**src/sv/plsm_pkg.sv**
```systemverilog
// ----------------------------------------------------------------------------
// plsm_pkg
// Shared types and fixed widths of the piecewise-linear secant modulus block.
// ----------------------------------------------------------------------------
package plsm_pkg;

    localparam int BP_W     = 31;   // breakpoint strain, unsigned Q1.30
    localparam int MOD_W    = 48;   // modulus, 8 fractional bits
    localparam int STRAIN_W = 32;   // query strain, signed Q1.30
    localparam int MAG_A_W  = 32;   // strain magnitude, up to 2^31
    localparam int SEG_W    = 5;
    localparam int IN_IDX_W = 4;
    localparam int D_W      = 33;   // strain difference, signed
    localparam int HALF_W   = 24;   // modulus split for the multiplier
    localparam int PROD_W   = D_W + HALF_W + 1;
    localparam int Q_W      = 48;   // quotient bits kept

    localparam logic [SEG_W-1:0] SEG_RESET = 5'd1;

    localparam logic KIND_LOAD  = 1'b0;
    localparam logic KIND_QUERY = 1'b1;

    localparam logic [Q_W-1:0] LIMIT_POS = 48'h7FFF_FFFF_FFFF;
    localparam logic [Q_W-1:0] LIMIT_NEG = 48'h8000_0000_0000;

    typedef struct packed {
        logic [BP_W-1:0]  bp;
        logic [MOD_W-1:0] modulus;
    } entry_t;

    typedef struct packed {
        logic             done;
        logic             sat;
        logic [Q_W-1:0]   value;
    } div_res_t;

endpackage

```
**src/sv/plsm_table.sv**
```systemverilog
// ----------------------------------------------------------------------------
// plsm_table
// Breakpoint and modulus table: one write port, one read port, registered read.
// ----------------------------------------------------------------------------
module plsm_table #(
    parameter int TABLE_DEPTH = 16
) (
    input  logic                           clk,
    input  logic                           we,
    input  logic [$clog2(TABLE_DEPTH)-1:0] waddr,
    input  plsm_pkg::entry_t               wdata,
    input  logic [$clog2(TABLE_DEPTH)-1:0] raddr,
    output plsm_pkg::entry_t               rdata
);

    plsm_pkg::entry_t mem [TABLE_DEPTH];
    plsm_pkg::entry_t rdata_reg;

    always_ff @(posedge clk)
    begin
        if (we)
        begin
            mem[waddr] <= wdata;
        end
    end

    always_ff @(posedge clk)
    begin
        rdata_reg <= mem[raddr];
    end

    assign rdata = rdata_reg;

endmodule

```
**config.mk**
```make
export PLATFORM = sky130hd
export DESIGN_NAME = plsm_table
export DESIGN_NICKNAME = d
export VERILOG_FILES = /design/src/sv/plsm_pkg.sv /design/src/sv/plsm_table.sv
export SDC_FILE = /design/constraint.sdc
export NUM_CORES = 1
export LEC_CHECK = 0
export ABC_AREA = 0
export ABC_CLOCK_PERIOD_IN_PS = 20500
export BUFFER_PORTS_ARGS = -buffer_cell sky130_fd_sc_hd__buf_2
export CAP_MARGIN = 40
export CORE_MARGIN = 2
export CORE_UTILIZATION = 54
export DETAILED_ROUTE_END_ITERATION = 6
export PLACE_DENSITY = 0.69
export SLEW_MARGIN = 30
export SYNTH_ARGS = -nofsm -noshare
export SYNTH_HDL_FRONTEND = slang
export SYNTH_SLANG_ARGS = --single-unit
```
**constraint.sdc**
```tcl
create_clock -name clk -period 20.5 [get_ports clk]
set_clock_uncertainty 0.05 [all_clocks]
set_input_delay 6.15 -clock clk [delete_from_list [all_inputs] [get_ports clk]]
set_output_delay 6.15 -clock clk [all_outputs]
set_load 0.02 [all_outputs]
```
==> out/metrics.yaml <==
setup_viol: 0
status: "finished, final reports clean"
grt.busiest_layer: "met2"
synth.most_common_cell: "edfxtp_1"
ys_seq_elements: 1343
start_util_pct: 54.4
vias_per_cell: 6.23
ys.flop_type: "edfxtp_1"
drcViolationCount: 0
finalPower_w: 0.00572
place_area_um2: 51300
grt_pass1_vias: 23100
p_per_area_nw_per_um2: 103
insertion_delay_ns: 0.74
final-hold-violation-count: 0
numCtsBuffers: 135
ys_types: 18
path_buf_inv: 5
tightest_slew_ns: 1.02
drive_gt1_share_pct: 31.3
totalWireLength_mm: 108
setup_tns_ns: 0
max_freq_ghz: 0.112
die_y_um: 305
grt_util_all_layers_pct: 23.6
cpLargestDelayFamily: "buffers and inverters"
vias: 22300
pwr-share-comb_pct: 4.9
finalNonFillerCells: 3574
grt_pass1_wl_mm: 157
final_area_um2: 55700
cts.repair.resized: 0
yosys.area.top_type_share_pct: 77.6
port_buffers: 167
async_flop_share_pct: 0
end_kind: "flip-flop"
antenna_found_initial: 19
syn_avg_cell_area_um2: 24.1
dieWidth_um: 305
synth_area_leaders: "edfxtp_1 (78%), mux4_2 (15%), dfxtp_1 (3.2%)"
yosysTopAreaCell: "edfxtp_1"
path_class: "in -> reg"
ir_worst_vdd_mv: 0.0921
drtIter0Drc: 2269
synth_area_um2: 48900
grt_max_degree: 112
crit_chain: "buf_8 -> buf_16 -> buf_12 -> buf_12 -> buf_16 -> mux4_2 -> a22oi_1 -> nand2_1"
maxCapViolations: 0
slowest_delay_ns: 0.57
htree_num_levels: 4
met3_usage_pct: 5.33
syn_inst: 2028
cts.root.buffer_cell: "clkbuf_16"
relSlewSlack_pct: 32.0
largest_reg_flops: 1264
crit_fanout: 92
p_seq_share_pct: 54.1
rows: 110
gp_congestion: 0.717
min_period_ns: 8.92
wl_per_cell_um: 30.1
post-route-period-util_pct: 43.5
io_pins: 168
critical_path_required_ns: 21.07
cts_setup_buffers: 0
cts_tree: "built"
place_inst: 3321
p_leak_nw: 17.9
synth_edf_count: 1264
path_clk_slew_ns: 0.06
clockPowerShare_pct: 41.1
power_switching_w: 0.00120
rsz0062_at_grt: "false"
cp.arrival_ns: 9.49
grtUsageMet1_pct: 32.1
yosysWarnings: 0
layout.nets: 2373
cp_slowest_cell: "mux4_2"
cts_buffer_depth: 3
grtUsageMet2_pct: 38.9
overflow: 0
synth-seq-area-share_pct: 80.9
dieArea_um2: 92900
slew_viol_final: 0
p_sw_share_pct: 21.0
cp-start-kind: "input pin"
ctsHoldBuffers: 0
synth_common_cells: "edfxtp_1 (1264), mux4_2 (316), a22oi_1 (158), nand2_1 (80), dfxtp_1 (79)"
place_hpwl_mm: 52.8
area_growth_pct: 13.9
synth_fp_nets: 2117
hp-class: "reg -> reg"
ant_nets: 0
drtPass1Iterations: 5
intPower_w: 0.00452
cts_sinks: 1343
core_um2: 89900
power by group through the flow:
stage | Clock (W) | Sequential [W] | Combinational (W)
2_1_floorplan | 0 | 0.00317 | 0.000147
6_report | 0.00235 | 0.00309 | 0.000279
5_1_grt | 0.00249 | 0.00310 | 0.000300
4_1_cts | 0.00239 | 0.00309 | 0.000282
3_5_place_dp | 0 | 0.00315 | 0.000281
3_3_place_gp | 0 | 0.00315 | 0.000272
per-layer routing:
metal	vias up	wire length, um
met3	180	8690
met1	12000	41900
met2	882	54900
met4	22	2100
li1	9207	-
met5	-	147
per-stage QoR:
step	setup WS (ns)	utilization [%]	hold slack [ns]
6_report	11.58	61.9	0.601
5_1_grt	11.16	61.9	0.628
4_1_cts	11.58	61.9	0.604
3_5_place_dp	10.81	57.1	0.608
3_3_place_gp	10.78	56.9	0.598
2_1_floorplan	7.89	-	0.585
placed cells by master, fill, tap and decap left out, types with 4 or more instances in the layout:
cell type	synthesis	layout
a22oi_1	158	158
buf_12	0	4
buf_16	0	7
buf_2	27	165
buf_4	9	37
buf_6	20	9
bufinv_16	0	4
clkbuf_1	43	41
clkbuf_16	0	137
clkbuf_8	0	13
clkinv_1	0	17
clkinv_2	0	20
clkinv_8	0	8
dfxtp_1	79	79
diode_2	0	4
edfxtp_1	1264	1264
mux4_2	316	316
nand2_1	80	80
nor2_4	0	13
nor3_2	0	4
cell families after synthesis:
logic type | share of synthesized area (%)
compound gates | 2.43
buf+inv | 1.25
flops | 80.9
mux | 14.6
simple gates | 0.878
path summary, 6_finish.rpt:
| path | from | slack (ns) | depth (start not counted) | endpoint |
|---|---|---|---|---|
| setup / recovery | raddr[0] | 11.58 | 8 | rdata[24] |
| hold / removal | mem[14][26] | 0.60 | 3 | rdata[26] |
| setup reg to reg | mem[3][74] | 19.11 | 3 | rdata[74] |
| hold reg to reg | mem[14][26] | 0.60 | 3 | rdata[26] |
final cells by class:
| type | instances | area [um2] |
|---|---|---|
| clock inverters | 56 | 519 |
| fillers | 5980 | 34200 |
| flip-flops and latches | 1343 | 39500 |
| multi-input cells | 580 | 8870 |
| clock buffers | 191 | 3760 |
| diodes | 4 | 10.0 |
| repair buffers | 224 | 1510 |
| well taps | 1176 | 1470 |
worst min-delay path, delay by kind of cell (launching register included):
kind / cells / cell delay [ns]
AO/OA/AOI/OAI: 1 / 0.06
flip-flops: 1 / 0.31
multiplexers: 1 / 0.23
AND/OR/NAND/NOR: 1 / 0.05
(Power assumes the default switching activity.)
