[config.mk]
export PLATFORM = sky130hd
export DESIGN_NAME = plsm_div
export DESIGN_NICKNAME = d
export VERILOG_FILES = /design/src/sv/plsm_pkg.sv /design/src/sv/plsm_div.sv
export SDC_FILE = /design/constraint.sdc
export NUM_CORES = 1
export LEC_CHECK = 0
export BUFFER_PORTS_ARGS = -buffer_cell sky130_fd_sc_hd__buf_2
export CAP_MARGIN = 0
export CORE_ASPECT_RATIO = 0.8
export CORE_MARGIN = 3
export CORE_UTILIZATION = 55
export CTS_CLUSTER_DIAMETER = 30
export DETAILED_ROUTE_END_ITERATION = 8
export PLACE_DENSITY = 0.87
export SYNTH_ARGS = -nofsm -noshare
export SYNTH_HDL_FRONTEND = slang
export SYNTH_SLANG_ARGS = --single-unit
[constraint.sdc]
create_clock -name clk -period 7.7 [get_ports clk]
set_input_delay 0 -clock clk [delete_from_list [all_inputs] [get_ports clk]]
set_output_delay 0 -clock clk [all_outputs]
set_load 0.02 [all_outputs]
[src/sv/plsm_pkg.sv]
// ----------------------------------------------------------------------------
// plsm_pkg
// Shared types and fixed widths of the piecewise-linear secant modulus block.
// ----------------------------------------------------------------------------
package plsm_pkg;

    localparam int BP_W     = 31;   // breakpoint strain, unsigned Q1.30
    localparam int MOD_W    = 48;   // modulus, 8 fractional bits
    localparam int STRAIN_W = 32;   // query strain, signed Q1.30
    localparam int MAG_A_W  = 32;   // strain magnitude, up to 2^31
    localparam int SEG_W    = 5;
    localparam int IN_IDX_W = 4;
    localparam int D_W      = 33;   // strain difference, signed
    localparam int HALF_W   = 24;   // modulus split for the multiplier
    localparam int PROD_W   = D_W + HALF_W + 1;
    localparam int Q_W      = 48;   // quotient bits kept

    localparam logic [SEG_W-1:0] SEG_RESET = 5'd1;

    localparam logic KIND_LOAD  = 1'b0;
    localparam logic KIND_QUERY = 1'b1;

    localparam logic [Q_W-1:0] LIMIT_POS = 48'h7FFF_FFFF_FFFF;
    localparam logic [Q_W-1:0] LIMIT_NEG = 48'h8000_0000_0000;

    typedef struct packed {
        logic [BP_W-1:0]  bp;
        logic [MOD_W-1:0] modulus;
    } entry_t;

    typedef struct packed {
        logic             done;
        logic             sat;
        logic [Q_W-1:0]   value;
    } div_res_t;

endpackage

[src/sv/plsm_div.sv]
// ----------------------------------------------------------------------------
// plsm_div
// Restoring divider, one quotient bit per cycle, with range check and sign.
// ----------------------------------------------------------------------------
module plsm_div #(
    parameter int MAG_W = 83
) (
    input  logic                         clk,
    input  logic                         rst_n,
    input  logic                         go,
    input  logic [MAG_W-1:0]             mag,
    input  logic [plsm_pkg::MAG_A_W-1:0] divisor,
    input  logic                         neg,
    output plsm_pkg::div_res_t           res
);

    localparam int HI_W  = MAG_W - plsm_pkg::Q_W;
    localparam int CNT_W = $clog2(plsm_pkg::Q_W);

    typedef enum logic [2:0] {
        D_IDLE = 3'b001,
        D_RUN  = 3'b010,
        D_FIN  = 3'b100
    } dstate_t;

    dstate_t                          st_reg, st_next;
    logic [CNT_W-1:0]                 cnt_reg, cnt_next;
    logic                             done_reg, done_next;
    logic [plsm_pkg::MAG_A_W-1:0]     rem_reg, rem_next;
    logic [plsm_pkg::Q_W-1:0]         q_reg, q_next;
    logic                             neg_reg, neg_next;
    logic                             sat_reg, sat_next;
    logic [plsm_pkg::Q_W-1:0]         value_reg, value_next;

    logic [HI_W-1:0]                  hi;
    logic                             ovf;
    logic [plsm_pkg::MAG_A_W+1:0]     diff;
    logic                             ge;
    logic [plsm_pkg::Q_W-1:0]         limit;
    logic                             over;
    logic [plsm_pkg::Q_W-1:0]         clipped;

    // quotient needs more than 48 bits exactly when the top part reaches the divisor
    assign hi  = mag[MAG_W-1:plsm_pkg::Q_W];
    assign ovf = hi >= HI_W'(divisor);

    assign diff = {1'b0, rem_reg, q_reg[plsm_pkg::Q_W-1]} - {2'b00, divisor};
    assign ge   = !diff[plsm_pkg::MAG_A_W+1];

    assign limit   = neg_reg ? plsm_pkg::LIMIT_NEG : plsm_pkg::LIMIT_POS;
    assign over    = q_reg > limit;
    assign clipped = over ? limit : q_reg;

    always_comb
    begin
        st_next    = st_reg;
        cnt_next   = cnt_reg;
        done_next  = 1'b0;
        rem_next   = rem_reg;
        q_next     = q_reg;
        neg_next   = neg_reg;
        sat_next   = sat_reg;
        value_next = value_reg;
        case (st_reg)
            D_IDLE:
            begin
                if (go)
                begin
                    neg_next = neg;
                    if (ovf)
                    begin
                        done_next  = 1'b1;
                        sat_next   = 1'b1;
                        value_next = neg ? plsm_pkg::LIMIT_NEG : plsm_pkg::LIMIT_POS;
                    end
                    else
                    begin
                        rem_next = hi[plsm_pkg::MAG_A_W-1:0];
                        q_next   = mag[plsm_pkg::Q_W-1:0];
                        cnt_next = CNT_W'(plsm_pkg::Q_W - 1);
                        st_next  = D_RUN;
                    end
                end
            end
            D_RUN:
            begin
                rem_next = ge ? diff[plsm_pkg::MAG_A_W-1:0]
                              : {rem_reg[plsm_pkg::MAG_A_W-2:0], q_reg[plsm_pkg::Q_W-1]};
                q_next   = {q_reg[plsm_pkg::Q_W-2:0], ge};
                if (cnt_reg == '0)
                begin
                    st_next = D_FIN;
                end
                else
                begin
                    cnt_next = cnt_reg - 1'b1;
                end
            end
            D_FIN:
            begin
                done_next  = 1'b1;
                sat_next   = over;
                value_next = neg_reg ? (plsm_pkg::Q_W'(0) - clipped) : clipped;
                st_next    = D_IDLE;
            end
            default:
            begin
                st_next = D_IDLE;
            end
        endcase
    end

    always_ff @(posedge clk or negedge rst_n)
    begin
        if (!rst_n)
        begin
            st_reg   <= D_IDLE;
            cnt_reg  <= '0;
            done_reg <= 1'b0;
        end
        else
        begin
            st_reg   <= st_next;
            cnt_reg  <= cnt_next;
            done_reg <= done_next;
        end
    end

    always_ff @(posedge clk)
    begin
        rem_reg   <= rem_next;
        q_reg     <= q_next;
        neg_reg   <= neg_next;
        sat_reg   <= sat_next;
        value_reg <= value_next;
    end

    assign res.done  = done_reg;
    assign res.sat   = sat_reg;
    assign res.value = value_reg;

endmodule

==> report_table.html <==
<table>
<tr><th>Metric</th><th>Value</th></tr>
<tr><th colspan="2">GRT</th></tr>
<tr><td>Total congestion overflow</td><td>0</td></tr>
<tr><td>Most Used Layer, Global Route</td><td>met2</td></tr>
<tr><td>Global-route wire length before repair</td><td>54300 µm</td></tr>
<tr><td>Met3 usage in global routing</td><td>0.0814</td></tr>
<tr><td>Total global-route track usage</td><td>0.316</td></tr>
<tr><td>Antenna violations before repair</td><td>1</td></tr>
<tr><td>Met1 track demand over resource in global routing</td><td>0.449</td></tr>
<tr><td>Maximum number of pins on one net before global-route repair</td><td>93</td></tr>
<tr><td>Met2 Resource Use GR</td><td>0.467</td></tr>
<tr><td>Vias in the first global route</td><td>10339</td></tr>
<tr><th colspan="2">Timing</th></tr>
<tr><td>Achievable Freq</td><td>0.152 GHz</td></tr>
<tr><td>Setup Skew</td><td>0.0150 ns</td></tr>
<tr><td>Worst path setup slack after routing</td><td>1.14 ns</td></tr>
<tr><td>Relative slew slack</td><td>0.183</td></tr>
<tr><td>Final-report hold violation count</td><td>0</td></tr>
<tr><td>Share of the cycle needed by the critical path after routing</td><td>0.853</td></tr>
<tr><td>Fin. max-slew vios</td><td>0</td></tr>
<tr><td>Final critical path time including I/O delays and setup</td><td>6.56 ns</td></tr>
<tr><td>Aggregate negative setup slack</td><td>0 ns</td></tr>
<tr><td>Transition time of the tightest slew-check pin</td><td>1.22 ns</td></tr>
<tr><td>Setup repair after global routing missed its margin</td><td>no</td></tr>
<tr><td>Count of endpoints failing setup in the final report</td><td>0</td></tr>
<tr><th colspan="2">Synth</th></tr>
<tr><td>Commonest cells post-synth</td><td>sky130_fd_sc_hd__nand2_1 (232), sky130_fd_sc_hd__edfxtp_1 (130), sky130_fd_sc_hd__ha_1 (115), sky130_fd_sc_hd__a21oi_1 (103), sky130_fd_sc_hd__o21ai_0 (101)</td></tr>
<tr><td>Register bit total from synthesis</td><td>140</td></tr>
<tr><td>Fraction of post-synthesis cell area in the top cell type by area</td><td>0.353</td></tr>
<tr><td>Proportion of synthesized chip area in sequential cells</td><td>0.376</td></tr>
<tr><td>Total standard cell area after synthesis</td><td>11000 µm²</td></tr>
<tr><td>Number of flops mapped to enable cells by yosys</td><td>130</td></tr>
<tr><td>Ys Warns</td><td>0</td></tr>
<tr><td>Library cell with the highest instance count after synthesis</td><td>sky130_fd_sc_hd__nand2_1</td></tr>
<tr><td>Mapped Cells</td><td>1260</td></tr>
<tr><td>Synth top area cells</td><td>sky130_fd_sc_hd__edfxtp_1 (35%), sky130_fd_sc_hd__ha_1 (13%), sky130_fd_sc_hd__nand2_1 (7.9%), sky130_fd_sc_hd__a21oi_1 (4.7%), sky130_fd_sc_hd__o21ai_0 (4.6%)</td></tr>
<tr><td>Synthesized Nets</td><td>1495</td></tr>
<tr><td>Largest area contributor in the netlist</td><td>sky130_fd_sc_hd__edfxtp_1</td></tr>
<tr><td>Average instance area after synthesis</td><td>8.77 µm²</td></tr>
<tr><td>Top FF cell, synth</td><td>sky130_fd_sc_hd__edfxtp_1</td></tr>
<tr><td>Number of unique standard cell types used by synthesis</td><td>70</td></tr>
<tr><td>FFs w/ async S/R, synth</td><td>0.0714</td></tr>
<tr><th colspan="2">Place</th></tr>
<tr><td>Placer's final routability congestion estimate</td><td>0.998</td></tr>
<tr><td>Number of cells in the design after placement</td><td>1642</td></tr>
<tr><td>DP Wirelength</td><td>23500 µm</td></tr>
<tr><td>Placed cell areas</td><td>12100 µm²</td></tr>
<tr><td>Pre-CTS setup slack</td><td>1.35 ns</td></tr>
<tr><td>Count of buffers from port buffering</td><td>168</td></tr>
<tr><th colspan="2">Clocking</th></tr>
<tr><td>Buffer depth of the longest clock path</td><td>2</td></tr>
<tr><td>Clock edge transition at the registers on the reported setup and hold paths</td><td>0.06 ns</td></tr>
<tr><td>Clock root buffer</td><td>sky130_fd_sc_hd__clkbuf_16</td></tr>
<tr><td>Clock tree from TritonCTS</td><td>done</td></tr>
<tr><td>Depth of the CTS H-tree</td><td>4</td></tr>
<tr><td>Clock buffer count from CTS</td><td>17</td></tr>
<tr><td>Clock latency on the worst-skew pair</td><td>0.44 ns</td></tr>
<tr><td>Number of resized instances in the post-cts repair step</td><td>0</td></tr>
<tr><td>Clk sinks</td><td>140</td></tr>
<tr><th colspan="2">Pwr</th></tr>
<tr><td>Pwr per Cell Area</td><td>172 nW/µm²</td></tr>
<tr><td>Leakage power summed over all cells</td><td>5.98 nW</td></tr>
<tr><td>Worst-case vdd ir drop</td><td>150 µV</td></tr>
<tr><th colspan="2">Routing</th></tr>
<tr><td>Number of vias per cell</td><td>6.27</td></tr>
<tr><td>Post-detailed-route count of antenna-violating nets</td><td>0</td></tr>
<tr><td>Vias</td><td>11017</td></tr>
<tr><td>Average wire per standard cell</td><td>19.8 µm</td></tr>
<tr><td>Number of remaining DRC errors</td><td>0</td></tr>
<tr><td>Number of DRC markers in iteration 0</td><td>1478</td></tr>
<tr><td>Number of detailed-route iterations in the first pass</td><td>8</td></tr>
<tr><td>Total detailed-routing wirelength</td><td>34800 µm</td></tr>
<tr><th colspan="2">Worst setup path</th></tr>
<tr><td>CP max-delay cell</td><td>sky130_fd_sc_hd__o21ai_0</td></tr>
<tr><td>Maximum fanout encountered on the critical timing path</td><td>57</td></tr>
<tr><td>Startpoint kind of the worst setup timing path</td><td>flop</td></tr>
<tr><td>CP max stage delay</td><td>0.73 ns</td></tr>
<tr><td>Sequence of cells on the critical path</td><td>buf_4 &gt; ha_1 &gt; a21o_1 &gt; a21oi_1 &gt; nor2b_1 &gt; or4_1 &gt; o21ai_0 &gt; nor2_4 &gt; mux2i_1 &gt; ha_1 &gt; buf_4 &gt; nand3_4 &gt; or3_4 &gt; or4_4 &gt; or4_4 &gt; nor3_2 &gt; a221oi_1 &gt; xnor2_1 &gt; a21oi_1</td></tr>
<tr><td>Crit path DAT</td><td>6.72 ns</td></tr>
<tr><td>Capturing element type of the critical path</td><td>flop</td></tr>
<tr><td>Required time of the critical path</td><td>7.86 ns</td></tr>
<tr><td>Start point of the critical path</td><td>neg_reg</td></tr>
<tr><td>Critical path class</td><td>flop to flop</td></tr>
<tr><td>Launching point of the worst reg2reg path</td><td>neg_reg</td></tr>
<tr><th colspan="2">Layout</th></tr>
<tr><td>Post-route design area</td><td>13600 µm²</td></tr>
<tr><td>Post-Layout Cell Count</td><td>1758</td></tr>
<tr><td>Layout cell share with drive strength beyond 1</td><td>0.157</td></tr>
<tr><td>Area overhead of the layout relative to synthesis</td><td>22.9%</td></tr>
<tr><td>Final-stage net count</td><td>1723</td></tr>
<tr><th colspan="2">Worst hold path</th></tr>
<tr><td>Tightest Hold Check Type</td><td>input port to asynchronous set/reset pin</td></tr>
<tr><th colspan="2">Flow run</th></tr>
<tr><td>Number of maximum-capacitance violations</td><td>0</td></tr>
<tr><th colspan="2">Floorplan</th></tr>
<tr><td>Die span in y</td><td>133 µm</td></tr>
<tr><td>Width of the chip</td><td>164 µm</td></tr>
<tr><td>Placeable core region</td><td>19300 µm²</td></tr>
<tr><td>Site Rows</td><td>45</td></tr>
<tr><td>Starting density of the core</td><td>0.572</td></tr>
<tr><td># IOs</td><td>169</td></tr>
<tr><td>Die area</td><td>21800 µm²</td></tr>
<tr><th colspan="2">Status</th></tr>
<tr><td>Result of the run</td><td>finished clean</td></tr>
</table>
## per-layer routing
metal	vias to the layer above	wire (µm)
met5	-	0
li1	5106	-
met4	0	1160
met2	780	15000
met1	5017	14000
met3	114	4620
## critical path: cells and delay by family, from the launching register on
| kind | cells | cell delay, ns |
|---|---|---|
| multiplexers | 1 | 0.29 |
| XOR/XNOR | 1 | 0.22 |
| adder cells (fa/ha/maj) | 2 | 0.56 |
| AND/OR/NAND/NOR | 8 | 2.45 |
| buffers and inverters | 2 | 0.82 |
| AO/OA/AOI/OAI | 5 | 1.28 |
| flip-flops | 1 | 0.65 |
## area by class of cell
cell class,count,area [µm²]
Antenna cell,1,2.50
Clock buffer,17,425
Clock inverter,13,200
Fill cell,1401,5740
Inverter,54,203
Multi-Input combinational cell,1013,6510
Sequential cell,140,4160
Tap cell,258,323
Timing Repair Buffer,262,1760
## cells in the final DEF, fill, tap and decap left out, types with 4 or more instances in the layout
cell type / synthesis / layout
sky130_fd_sc_hd__nand3_1: 21 / 21
sky130_fd_sc_hd__mux2i_1: 28 / 28
sky130_fd_sc_hd__nand2b_1: 10 / 10
sky130_fd_sc_hd__xnor2_1: 24 / 24
sky130_fd_sc_hd__or4_1: 5 / 5
sky130_fd_sc_hd__clkinv_2: 0 / 4
sky130_fd_sc_hd__nor2b_1: 9 / 9
sky130_fd_sc_hd__edfxtp_1: 130 / 130
sky130_fd_sc_hd__o21a_1: 12 / 12
sky130_fd_sc_hd__a21o_1: 43 / 43
sky130_fd_sc_hd__nand4_1: 23 / 23
sky130_fd_sc_hd__or3_1: 20 / 20
sky130_fd_sc_hd__o31ai_1: 12 / 12
sky130_fd_sc_hd__nor3_1: 34 / 34
sky130_fd_sc_hd__bufinv_16: 0 / 5
sky130_fd_sc_hd__o211ai_1: 9 / 9
sky130_fd_sc_hd__dlygate4sd3_1: 0 / 85
sky130_fd_sc_hd__ha_1: 115 / 115
sky130_fd_sc_hd__buf_4: 2 / 9
sky130_fd_sc_hd__clkbuf_16: 0 / 17
sky130_fd_sc_hd__a211oi_1: 12 / 12
sky130_fd_sc_hd__or2_2: 7 / 7
sky130_fd_sc_hd__and3_1: 6 / 6
sky130_fd_sc_hd__buf_2: 4 / 168
sky130_fd_sc_hd__nor4_1: 11 / 11
sky130_fd_sc_hd__a31oi_1: 7 / 7
sky130_fd_sc_hd__dfrtp_1: 9 / 9
sky130_fd_sc_hd__a2111oi_0: 4 / 4
sky130_fd_sc_hd__o22ai_1: 5 / 5
sky130_fd_sc_hd__o221a_2: 5 / 5
sky130_fd_sc_hd__a21oi_1: 103 / 103
sky130_fd_sc_hd__o21ai_0: 101 / 100
sky130_fd_sc_hd__nand2_1: 232 / 231
sky130_fd_sc_hd__inv_1: 54 / 53
sky130_fd_sc_hd__xor2_1: 16 / 16
sky130_fd_sc_hd__nor2_1: 85 / 84
## path summary, 6_finish.rpt
| kind | to | slack [ns] | cells after the start |
|---|---|---|---|
| max | value_reg[38] | 1.14 | 19 |
| min | st_reg[0] | 0.08 | 2 |
| max reg2reg | value_reg[38] | 1.14 | 19 |
| min reg2reg | cnt_reg[5] | 0.52 | 1 |
| max in group asynchronous | cnt_reg[3] | 6.77 | 3 |
| min in group clk | neg_reg | 0.11 | 2 |
## cells by family after synthesis
logic type	count (synthesis)	synth area share
flip-flops	140	0.376
adder cells (fa/ha/maj)	116	0.132
multiplexers	29	0.0264
AO/OA/AOI/OAI	344	0.192
AND/OR/NAND/NOR	484	0.204
buffers and inverters	107	0.0378
XOR/XNOR	40	0.0317
## metrics by stage
| stage | util | hold WS (ns) | total power (W) |
|---|---|---|---|
| finish | 0.703 | 0.0844 | 0.00233 |
| global placement | 0.626 | -0.132 | 0.00137 |
| floorplan | - | -0.296 | 0.00124 |
| CTS | 0.703 | 0.0852 | 0.00230 |
| global route | 0.703 | 0.0967 | 0.00242 |
| detailed placement | 0.626 | -0.128 | 0.00138 |
## report_power, final
part	leakage (nW)	switching, W	internal, W
Combinational	4.35	0.000301	0.000208
Clock	0.310	0.000335	0.000568
Sequential	1.32	0.0000343	0.000884
## what timing repair did
action	in CTS	in global routing
buffers inserted	0	0
hold buffers	85	0
hold endpoints to repair	92	0
(Power assumes the default switching activity.)
